## src/hw/rtl/spq_pkg.sv

```systemverilog
`timescale 1ns / 1ps
`default_nettype none

package spq_pkg;

  localparam int DEPTH_DEF        = 16;
  localparam int PAYLOAD_BITS_DEF = 32;
  localparam int PRIO_W           = 15;
  localparam int REQ_PRIO_W       = 16;
  localparam int PORT_PAYLOAD_W   = 32;

  localparam logic OP_INSERT = 1'b0;
  localparam logic OP_REMOVE = 1'b1;

  localparam logic [1:0] ST_DONE     = 2'd0;
  localparam logic [1:0] ST_NONPOS   = 2'd1;
  localparam logic [1:0] ST_FULL     = 2'd2;
  localparam logic [1:0] ST_EMPTY_RM = 2'd3;

  // broadcast to every cell of the row
  typedef struct packed {
    logic              ins;
    logic              rem;
    logic [PRIO_W-1:0] prio;
  } cell_ctl_t;

endpackage

`default_nettype wire

```

## src/hw/rtl/spq_cell.sv

```systemverilog
`timescale 1ns / 1ps
`default_nettype none

module spq_cell
  import spq_pkg::*;
#(
  parameter int PAYLOAD_BITS = PAYLOAD_BITS_DEF
) (
  input  wire logic                    clk,
  input  wire cell_ctl_t               ctl,
  input  wire logic [PAYLOAD_BITS-1:0] new_payload,
  input  wire logic                    occupied,
  input  wire logic                    prev_keep,
  input  wire logic [PRIO_W-1:0]       prev_prio,
  input  wire logic [PAYLOAD_BITS-1:0] prev_payload,
  input  wire logic [PRIO_W-1:0]       succ_prio,
  input  wire logic [PAYLOAD_BITS-1:0] succ_payload,
  output logic                         keep,
  output logic [PRIO_W-1:0]            prio,
  output logic [PAYLOAD_BITS-1:0]      data,
  output logic [PRIO_W-1:0]            prio_next,
  output logic [PAYLOAD_BITS-1:0]      data_next
);

  // equal priorities stay ahead of the newcomer
  assign keep = occupied && (prio >= ctl.prio);

  always_comb begin
    prio_next = prio;
    data_next = data;
    if (ctl.ins && !keep) begin
      if (prev_keep) begin
        prio_next = ctl.prio;
        data_next = new_payload;
      end else begin
        prio_next = prev_prio;
        data_next = prev_payload;
      end
    end else if (ctl.rem) begin
      prio_next = succ_prio;
      data_next = succ_payload;
    end
  end

  always_ff @(posedge clk) begin
    prio <= prio_next;
    data <= data_next;
  end

endmodule

`default_nettype wire

```

## src/hw/rtl/stable_priority_queue_unit.sv

```systemverilog
`timescale 1ns / 1ps
`default_nettype none

// Bounded priority queue, highest priority first, arrival order among equals.
// Request channel (req_valid / req_stall): opcode 0 inserts priority_req with
// payload, opcode 1 removes the head. Nonpositive priorities and inserts into
// a full queue are refused with a status code, as is a remove on empty.
// Response channel (rsp_valid / rsp_stall): one beat per request, carrying the
// status and the head, occupancy and empty flag after that request.
// The store is a row of DEPTH cells; every cell decides combinationally whether
// it keeps its entry, takes the new item, or takes a neighbor's entry.
// Each response is registered before it reaches the response outputs.
// Throughput: one request per cycle while req_stall is low.
// A response register plus a skid register sit at the output; when the
// receiver stalls, one more request is taken into the skid register and then
// req_stall rises until the response register drains.
// Reset (rst, synchronous) empties the queue and drops any pending response;
// no clearing pass is needed since only occupied cells are ever read.
module stable_priority_queue_unit
  import spq_pkg::*;
#(
  parameter int DEPTH        = DEPTH_DEF,
  parameter int PAYLOAD_BITS = PAYLOAD_BITS_DEF,
  localparam int CNT_W       = $clog2(DEPTH + 1)
) (
  input  wire logic                      clk,
  input  wire logic                      rst,
  input  wire logic                      req_valid,
  output logic                           req_stall,
  input  wire logic                      opcode,
  input  wire logic [REQ_PRIO_W-1:0]     priority_req,
  input  wire logic [PORT_PAYLOAD_W-1:0] payload,
  output logic                           rsp_valid,
  input  wire logic                      rsp_stall,
  output logic [1:0]                     status,
  output logic [PRIO_W-1:0]              head_priority,
  output logic [PORT_PAYLOAD_W-1:0]      head_payload,
  output logic [CNT_W-1:0]               occupancy,
  output logic                           is_empty
);

  typedef struct packed {
    logic [1:0]                status;
    logic [PRIO_W-1:0]         prio;
    logic [PORT_PAYLOAD_W-1:0] data;
    logic [CNT_W-1:0]          count;
    logic                      empty;
  } rsp_t;

  logic                    accept;
  logic                    take;
  logic                    nonpos;
  logic                    full;
  logic                    ins_ok;
  logic                    rem_ok;
  logic [CNT_W-1:0]        fill;
  logic [CNT_W-1:0]        fill_next;
  logic [PAYLOAD_BITS-1:0] new_payload;
  logic [PORT_PAYLOAD_W-1:0] head_data_ext;
  cell_ctl_t               ctl;
  rsp_t                    result;
  rsp_t                    rsp_q;
  rsp_t                    skid_q;
  logic                    skid_valid;

  logic                    cell_keep [DEPTH];
  logic [PRIO_W-1:0]       cell_prio [DEPTH];
  logic [PAYLOAD_BITS-1:0] cell_data [DEPTH];
  logic [PRIO_W-1:0]       cell_prio_next [DEPTH];
  logic [PAYLOAD_BITS-1:0] cell_data_next [DEPTH];

  assign req_stall = skid_valid;
  assign accept    = req_valid && !req_stall;
  assign take      = rsp_valid && !rsp_stall;

  assign nonpos = priority_req[REQ_PRIO_W-1] || (priority_req == '0);
  assign full   = (fill == CNT_W'(DEPTH));
  assign ins_ok = accept && (opcode == OP_INSERT) && !nonpos && !full;
  assign rem_ok = accept && (opcode == OP_REMOVE) && (fill != '0);

  assign ctl.ins  = ins_ok;
  assign ctl.rem  = rem_ok;
  assign ctl.prio = priority_req[PRIO_W-1:0];

  generate
    if (PAYLOAD_BITS <= PORT_PAYLOAD_W) begin : g_narrow
      assign new_payload = payload[PAYLOAD_BITS-1:0];
      assign head_data_ext = PORT_PAYLOAD_W'(cell_data_next[0]);
    end else begin : g_wide
      assign new_payload = PAYLOAD_BITS'(payload);
      assign head_data_ext = cell_data_next[0][PORT_PAYLOAD_W-1:0];
    end
  endgenerate

  for (genvar i = 0; i < DEPTH; i++) begin : g_cell
    logic                    prev_keep;
    logic [PRIO_W-1:0]       prev_prio;
    logic [PAYLOAD_BITS-1:0] prev_data;
    logic [PRIO_W-1:0]       succ_prio;
    logic [PAYLOAD_BITS-1:0] succ_data;

    if (i == 0) begin : g_first
      assign prev_keep = 1'b1;
      assign prev_prio = ctl.prio;
      assign prev_data = new_payload;
    end else begin : g_mid
      assign prev_keep = cell_keep[i-1];
      assign prev_prio = cell_prio[i-1];
      assign prev_data = cell_data[i-1];
    end

    // last cell refills with its own (now unused) contents on remove
    if (i == DEPTH - 1) begin : g_last
      assign succ_prio = cell_prio[i];
      assign succ_data = cell_data[i];
    end else begin : g_inner
      assign succ_prio = cell_prio[i+1];
      assign succ_data = cell_data[i+1];
    end

    spq_cell #(
      .PAYLOAD_BITS(PAYLOAD_BITS)
    ) u_cell (
      .clk         (clk),
      .ctl         (ctl),
      .new_payload (new_payload),
      .occupied    (fill > CNT_W'(i)),
      .prev_keep   (prev_keep),
      .prev_prio   (prev_prio),
      .prev_payload(prev_data),
      .succ_prio   (succ_prio),
      .succ_payload(succ_data),
      .keep        (cell_keep[i]),
      .prio        (cell_prio[i]),
      .data        (cell_data[i]),
      .prio_next   (cell_prio_next[i]),
      .data_next   (cell_data_next[i])
    );
  end

  always_comb begin
    fill_next = fill;
    if (ins_ok) begin
      fill_next = fill + CNT_W'(1);
    end else if (rem_ok) begin
      fill_next = fill - CNT_W'(1);
    end
  end

  always_comb begin
    result.status = ST_DONE;
    if (opcode == OP_INSERT) begin
      if (nonpos) begin
        result.status = ST_NONPOS;
      end else if (full) begin
        result.status = ST_FULL;
      end
    end else if (fill == '0) begin
      result.status = ST_EMPTY_RM;
    end
    result.count = fill_next;
    result.empty = (fill_next == '0);
    result.prio  = result.empty ? '0 : cell_prio_next[0];
    result.data  = result.empty ? '0 : head_data_ext;
  end

  always_ff @(posedge clk) begin
    if (rst) begin
      fill       <= '0;
      rsp_valid  <= 1'b0;
      skid_valid <= 1'b0;
    end else begin
      fill <= fill_next;
      if (take || !rsp_valid) begin
        if (skid_valid) begin
          rsp_valid  <= 1'b1;
          skid_valid <= 1'b0;
        end else begin
          rsp_valid <= accept;
        end
      end else if (accept) begin
        skid_valid <= 1'b1;
      end
    end
  end

  always_ff @(posedge clk) begin
    if (take || !rsp_valid) begin
      if (skid_valid) begin
        rsp_q <= skid_q;
      end else if (accept) begin
        rsp_q <= result;
      end
    end else if (accept) begin
      skid_q <= result;
    end
  end

  assign status        = rsp_q.status;
  assign head_priority = rsp_q.prio;
  assign head_payload  = rsp_q.data;
  assign occupancy     = rsp_q.count;
  assign is_empty      = rsp_q.empty;

  a_fill_bound: assert property (@(posedge clk) disable iff (rst)
    fill <= CNT_W'(DEPTH))
    else $error("fill count beyond depth");

  a_skid_behind_rsp: assert property (@(posedge clk) disable iff (rst)
    skid_valid |-> rsp_valid)
    else $error("skid register holds a beat while response register is empty");

  a_insert_grows: assert property (@(posedge clk) disable iff (rst)
    ins_ok |=> (fill == $past(fill) + CNT_W'(1)))
    else $error("accepted insert did not grow the queue");

  a_empty_flag: assert property (@(posedge clk) disable iff (rst)
    rsp_valid |-> (is_empty == (occupancy == '0)))
    else $error("empty flag disagrees with occupancy");

endmodule

`default_nettype wire

```

## config.mk

```make
export PLATFORM = sky130hd
export DESIGN_NAME = stable_priority_queue_unit
export DESIGN_NICKNAME = d
export VERILOG_FILES = /design/src/hw/rtl/spq_pkg.sv /design/src/hw/rtl/spq_cell.sv /design/src/hw/rtl/stable_priority_queue_unit.sv
export SDC_FILE = /design/constraint.sdc
export NUM_CORES = 2
export LEC_CHECK = 0
export ABC_AREA = 1
export BUFFER_PORTS_ARGS = -buffer_cell sky130_fd_sc_hd__buf_2
export CORE_MARGIN = 4
export CORE_UTILIZATION = 64
export DETAILED_ROUTE_END_ITERATION = 6
export PLACE_DENSITY = 0.81
export SLEW_MARGIN = 20
export SYNTH_ARGS = -nofsm -noshare
export SYNTH_HDL_FRONTEND = slang
export SYNTH_SLANG_ARGS = --single-unit
```

## constraint.sdc

```tcl
create_clock -name clk -period 5.9 [get_ports clk]
set_clock_uncertainty 0.15 [all_clocks]
set_input_delay 0.59 -clock clk [delete_from_list [all_inputs] [get_ports clk]]
set_output_delay 0.59 -clock clk [all_outputs]
set_load 0.02 [all_outputs]
```

======== Word level (Yosys, flattened, before mapping) ========
Cells that the tools add are included.
operators by class
  add/sub/neg operators ................... 2
  magnitude comparators ................... 32
  equal/unequal tests ..................... 1
  multiplexer cells ....................... 101
  bitwise gates (word level) .............. 2
  reductions and logical operators ........ 84
operators with widths
  cell                   number
  $mux W32               46
  $mux W15               46
  $ge A15 B15 Y1         16
  $mux W55               2
  $gt A5 B4 Y1 const B   8
  $logic_and A1 B1 Y1    39
  $reduce_bool A2 Y1     15
  $logic_not A1 Y1       21
  $gt A5 B3 Y1 const B   4
  $logic_not A16 Y1      1
  $gt A5 B1 Y1 const B   2
  $gt A5 B2 Y1 const B   2
  $logic_not A5 Y1       2
  $mux W5                2
  $mux W2                4
  $add A5 B1 Y5 const B  1
  $eq A5 B5 Y1 const B   1
  $reduce_bool A5 Y1     1
  $sub A5 B1 Y5 const B  1
  $reduce_and A2 Y1      2
  $logic_or A1 B1 Y1     2
  $not A1 Y1             2
  $reduce_or A2 Y1       1
  $mux W1                1
word-level totals
  register bits after elaboration ......... 869
  input bits .............................. 53
  output and inout bits ................... 57
  word-level logic and storage cells ...... 267

======== Longest topological paths before layout ========
  depth after elaboration ................. 10
  mapped depth ............................ 17
  depth with buffers taken out ............ 14

======== Modules after synthesis ========
Synthesis repeated with hierarchy kept, for this count alone.
unflattened totals
  cell total of the unflattened synthesis .. 6711
  area total of the unflattened synthesis .. 56342.8 um^2
modules (own cells, without submodules)
  module                            instances  cells each  area an instance (um^2)  seq. area each (um^2)
  spq_cell at g_cell[2].u_cell ...  8          386         3186.8                   940.9
  spq_cell at g_cell[0].u_cell ...  8          386         3183.1                   940.9
  stable_priority_queue_unit        1          535         5383.9                   3443.3

======== Least setup slack after synthesis ========
OpenSTA, ideal clock, no wires.
  kind .................................... input -> register
  from .................................... in priority_req[2]
  to ...................................... reg g_cell[15].u_cell.data[0], enable pin
  setup time .............................. 0.480 ns
  data arrival time ....................... 4.372 ns
  data required time ...................... 5.270 ns
  path slack .............................. 0.898 ns
  stages .................................. 10
  buffers on the path ..................... 1
  path through ............................ clkbuf_1 -> inv_1 -> ha_1 -> a21oi_1 -> o21ai_0 -> nand2_1 -> o211ai_1 -> nand3_1 -> nand3b_1 -> a31oi_1
between the ends
  longest elaborated chain between the ends .. 6
  elaborated cells on any way between the ends .. 9
  classes of those cells .................. order compare (1); reduce/logical (8)
RTL lines
  item                                                                    RTL line                          RTL
  start: declaration                                                      stable_priority_queue_unit.sv:31  input wire logic [REQ_PRIO_W-1:0] priority_req,
  parallel branches: the longest is 5 deep, another holds $ge A15 B15 Y1  n/a
  $logic_and A1 B1 Y1 *                                                   spq_cell.sv:31                    if (ctl.ins && !keep) begin
  end signal: assignment                                                  spq_cell.sv:47                    data <= data_next;
  end: declaration                                                        spq_cell.sv:20                    output logic [PAYLOAD_BITS-1:0] data,
Every way passes the cells marked *.
A chain may end at the register's enable or synchronous reset.

==> flow_metrics.py <==
metrics = {
    "run_status": {
        "status": "completed",
    },
    "grt": {
        "grt_usage_pct": 31.6,
        "grt_pass1_wl_mm": 221,
        "grt_max_degree": 122,
        "grt_pass1_vias": 40912,
        "grt.overflow.total": 0,
        "antenna_found_initial": 4,
    },
    "final_layout": {
        "final_cell_mix": "nand2_1 (3605), edfxtp_1 (815), nand3_1 (503)",
        "nNetsFinal": 6750,
        "fillers": 6240,
        "design_area_sq_um": 55200,
        "drive_gt1_share_pct": 6.34,
        "areaGrowthSynthToFinish_pct": 7.96,
        "final_common_cell": "nand2_1",
    },
    "worst_setup_path": {
        "endpoint_kind": "flop",
        "crit_buf_inv": 6,
        "cp_max_fo": 48,
        "crit_path_max_incr_delay_ns": 0.55,
        "crit_type": "in2reg",
        "cp.required_ns": 6.16,
        "crit_chain": "buf_2, inv_1, ha_1, inv_1, nor4_1, o21ai_0, nand3_1, nand2_2, nand2_2, buf_4, inv_1, buf_4, nand2_1, nand2_1",
        "cp_slowest_cell": "inv_1",
        "cp_top_family": "buffers and inverters",
        "crit_path_frequent_cell": "inv_1",
        "worstSetupStartpointType": "primary input",
        "r2r_setup_slack_ns": 2.09,
        "worst_ep_arrival_time_ns": 4.11,
    },
    "run": {
        "cap_violations": 0,
    },
    "synthesis": {
        "ys_async_sr_fraction_pct": 0,
        "avgSynthCellArea_sq_um": 7.77,
        "ys.flop_type": "edfxtp_1",
        "ys_types": 34,
        "synth_fp_nets": 6879,
        "synth_area_sq_um": 51100,
        "synth-seq-cells": 869,
        "yosys_warnings": 0,
        "ys_seq_area_share_pct": 50.0,
        "syn_inst": 6580,
        "synth-edff-count": 815,
    },
    "sta": {
        "worst_pin_slew_ns": 1.16,
        "setup_violations": 0,
        "setup_ws_ns": 2.05,
        "rsz0062_at_grt": "no",
        "finalCritPeriodShare_pct": 65.3,
        "relSlewSlack_pct": 22.8,
        "finalCriticalPeriod_ns": 3.85,
        "fmax_ghz": 0.260,
        "slew_violations": 0,
        "tns_ns": 0,
        "hold_viol_final": 0,
    },
    "cts": {
        "h-tree-depth": 3,
        "cts.clk_slew.worst_paths_ns": 0.06,
        "post_cts_buffers": 0,
        "cts.sinks": 869,
        "cts_buffer_depth": 3,
        "clk_latency_ns": 0.66,
        "cts_resized": 0,
        "cts_tree": "done",
        "postCtsHoldBufs": 0,
        "clockRootBuffer": "clkbuf_16",
        "cts_buffers": 91,
    },
    "placed_design": {
        "hpwl_mm": 98.4,
        "portBuffers": 109,
        "place_congestion": 0.949,
        "post-place-ws_ns": 1.48,
        "place_area_sq_um": 52200,
    },
    "floorplan": {
        "die_y_microns": 291,
        "rows": 103,
        "dieArea_sq_um": 84400,
        "initial_utilization_pct": 64.7,
        "coreArea_sq_um": 79000,
        "die_x_microns": 291,
        "io_pins": 110,
    },
    "drt": {
        "drc": 0,
        "drt_pre_antenna_iters": 6,
        "routed_wl_mm": 137,
        "postRouteAntennaNets": 0,
        "routedWlPerCell_microns": 18.0,
        "via_per_inst": 5.77,
        "via_count": 43748,
        "drtIter0Drc": 4801,
    },
    "hold_path": {
        "min_path_type": "in2reg",
    },
    "power": {
        "peakVddDrop_mv": 0.261,
        "p_per_area_nw_per_um2": 355,
        "leakage_uw": 0.0259,
        "p_total_uw": 19600,
    },
}
==> kinds of logic after synthesis <==
logic type                 count (synthesis)  synth area share, %
and+or+nand+nor                         4335                 33.7
DFF                                      869                 50.0
buffers and inverters                    558                 4.57
adders and majority gates                246                 6.02
AOI/OAI and AO/OA                        569                 5.65
xor gates and xnor gates                   3               0.0514
==> routing by layer <==
metal,track usage [%],share of wire [%],up-vias
li1,-,-,21437
met1,45.3,42,19779
met2,49.3,45,2297
met3,6.26,11,235
met4,8.86,2.3,0
met5,0,0,-
==> worst paths after layout <==
kind,from,depth (start not counted),to
max,priority_req[11],14,g_cell[14].u_cell.data[6]
min,rst,2,fill[1]
max reg2reg,fill[0],7,g_cell[8].u_cell.prio[8]
min reg2reg,g_cell[15].u_cell.data[29],2,g_cell[14].u_cell.data[29]
==> area by class of cell <==
class	instances	area (sq um)	area share, %
flip-flops and latches	869	25600	46.3
multi-input cells	5153	23400	42.5
clock buffers	113	2440	4.43
repair buffers	206	1410	2.55
well taps	1050	1310	2.38
clock inverters	55	526	0.953
inverters	130	488	0.885
diodes	4	10.0	0.0181
==> report_power, final <==
part           switching [uW]  internal, uW  total (uW)
logic                    3600          1580        5180
clock network            2530          3230        5770
registers                 548          8060        8610
==> synth_stat cells (all sizes together) (5+ instances only) <==
| library cell | n | area share [%] |
|---|---|---|
| nand2 | 3636 | 27 |
| edfxtp | 815 | 48 |
| nand3 | 518 | 5.2 |
| o21ai | 392 | 3.8 |
| ha | 246 | 6.0 |
| buf | 217 | 2.1 |
| clkbuf | 211 | 1.5 |
| a21oi | 160 | 1.6 |
| inv | 130 | 0.95 |
| nor2 | 102 | 0.78 |
| dfxtp | 54 | 2.1 |
| nand4 | 49 | 0.60 |
| nor3 | 9 | 0.088 |
| nor3b | 8 | 0.12 |
| nor4 | 7 | 0.086 |
| o21a | 6 | 0.088 |
| nand3b | 5 | 0.073 |
==> through the flow <==
| stage | util [%] | hold WS [ns] | cells |
|---|---|---|---|
| after global placement | 66.0 | 0.347 | 7407 |
| after floorplan | - | 0.344 | 6580 |
| after global routing | 69.8 | 0.0714 | 7578 |
| after CTS | 69.8 | 0.0336 | 7576 |
| final | 69.8 | 0.0644 | 7580 |
| after detailed placement | 66.0 | 0.351 | 7408 |
==> state kept, by name, summed over array words and instances, names as in the netlist <==
register            count
head_priority          15
req_stall               1
status                  2
rsp_valid               1
g_cell.u_cell.data    512
fill                    5
skid_q                 55
occupancy               5
head_payload           32
g_cell.u_cell.prio    240
is_empty                1
(Power assumes the default switching activity.)
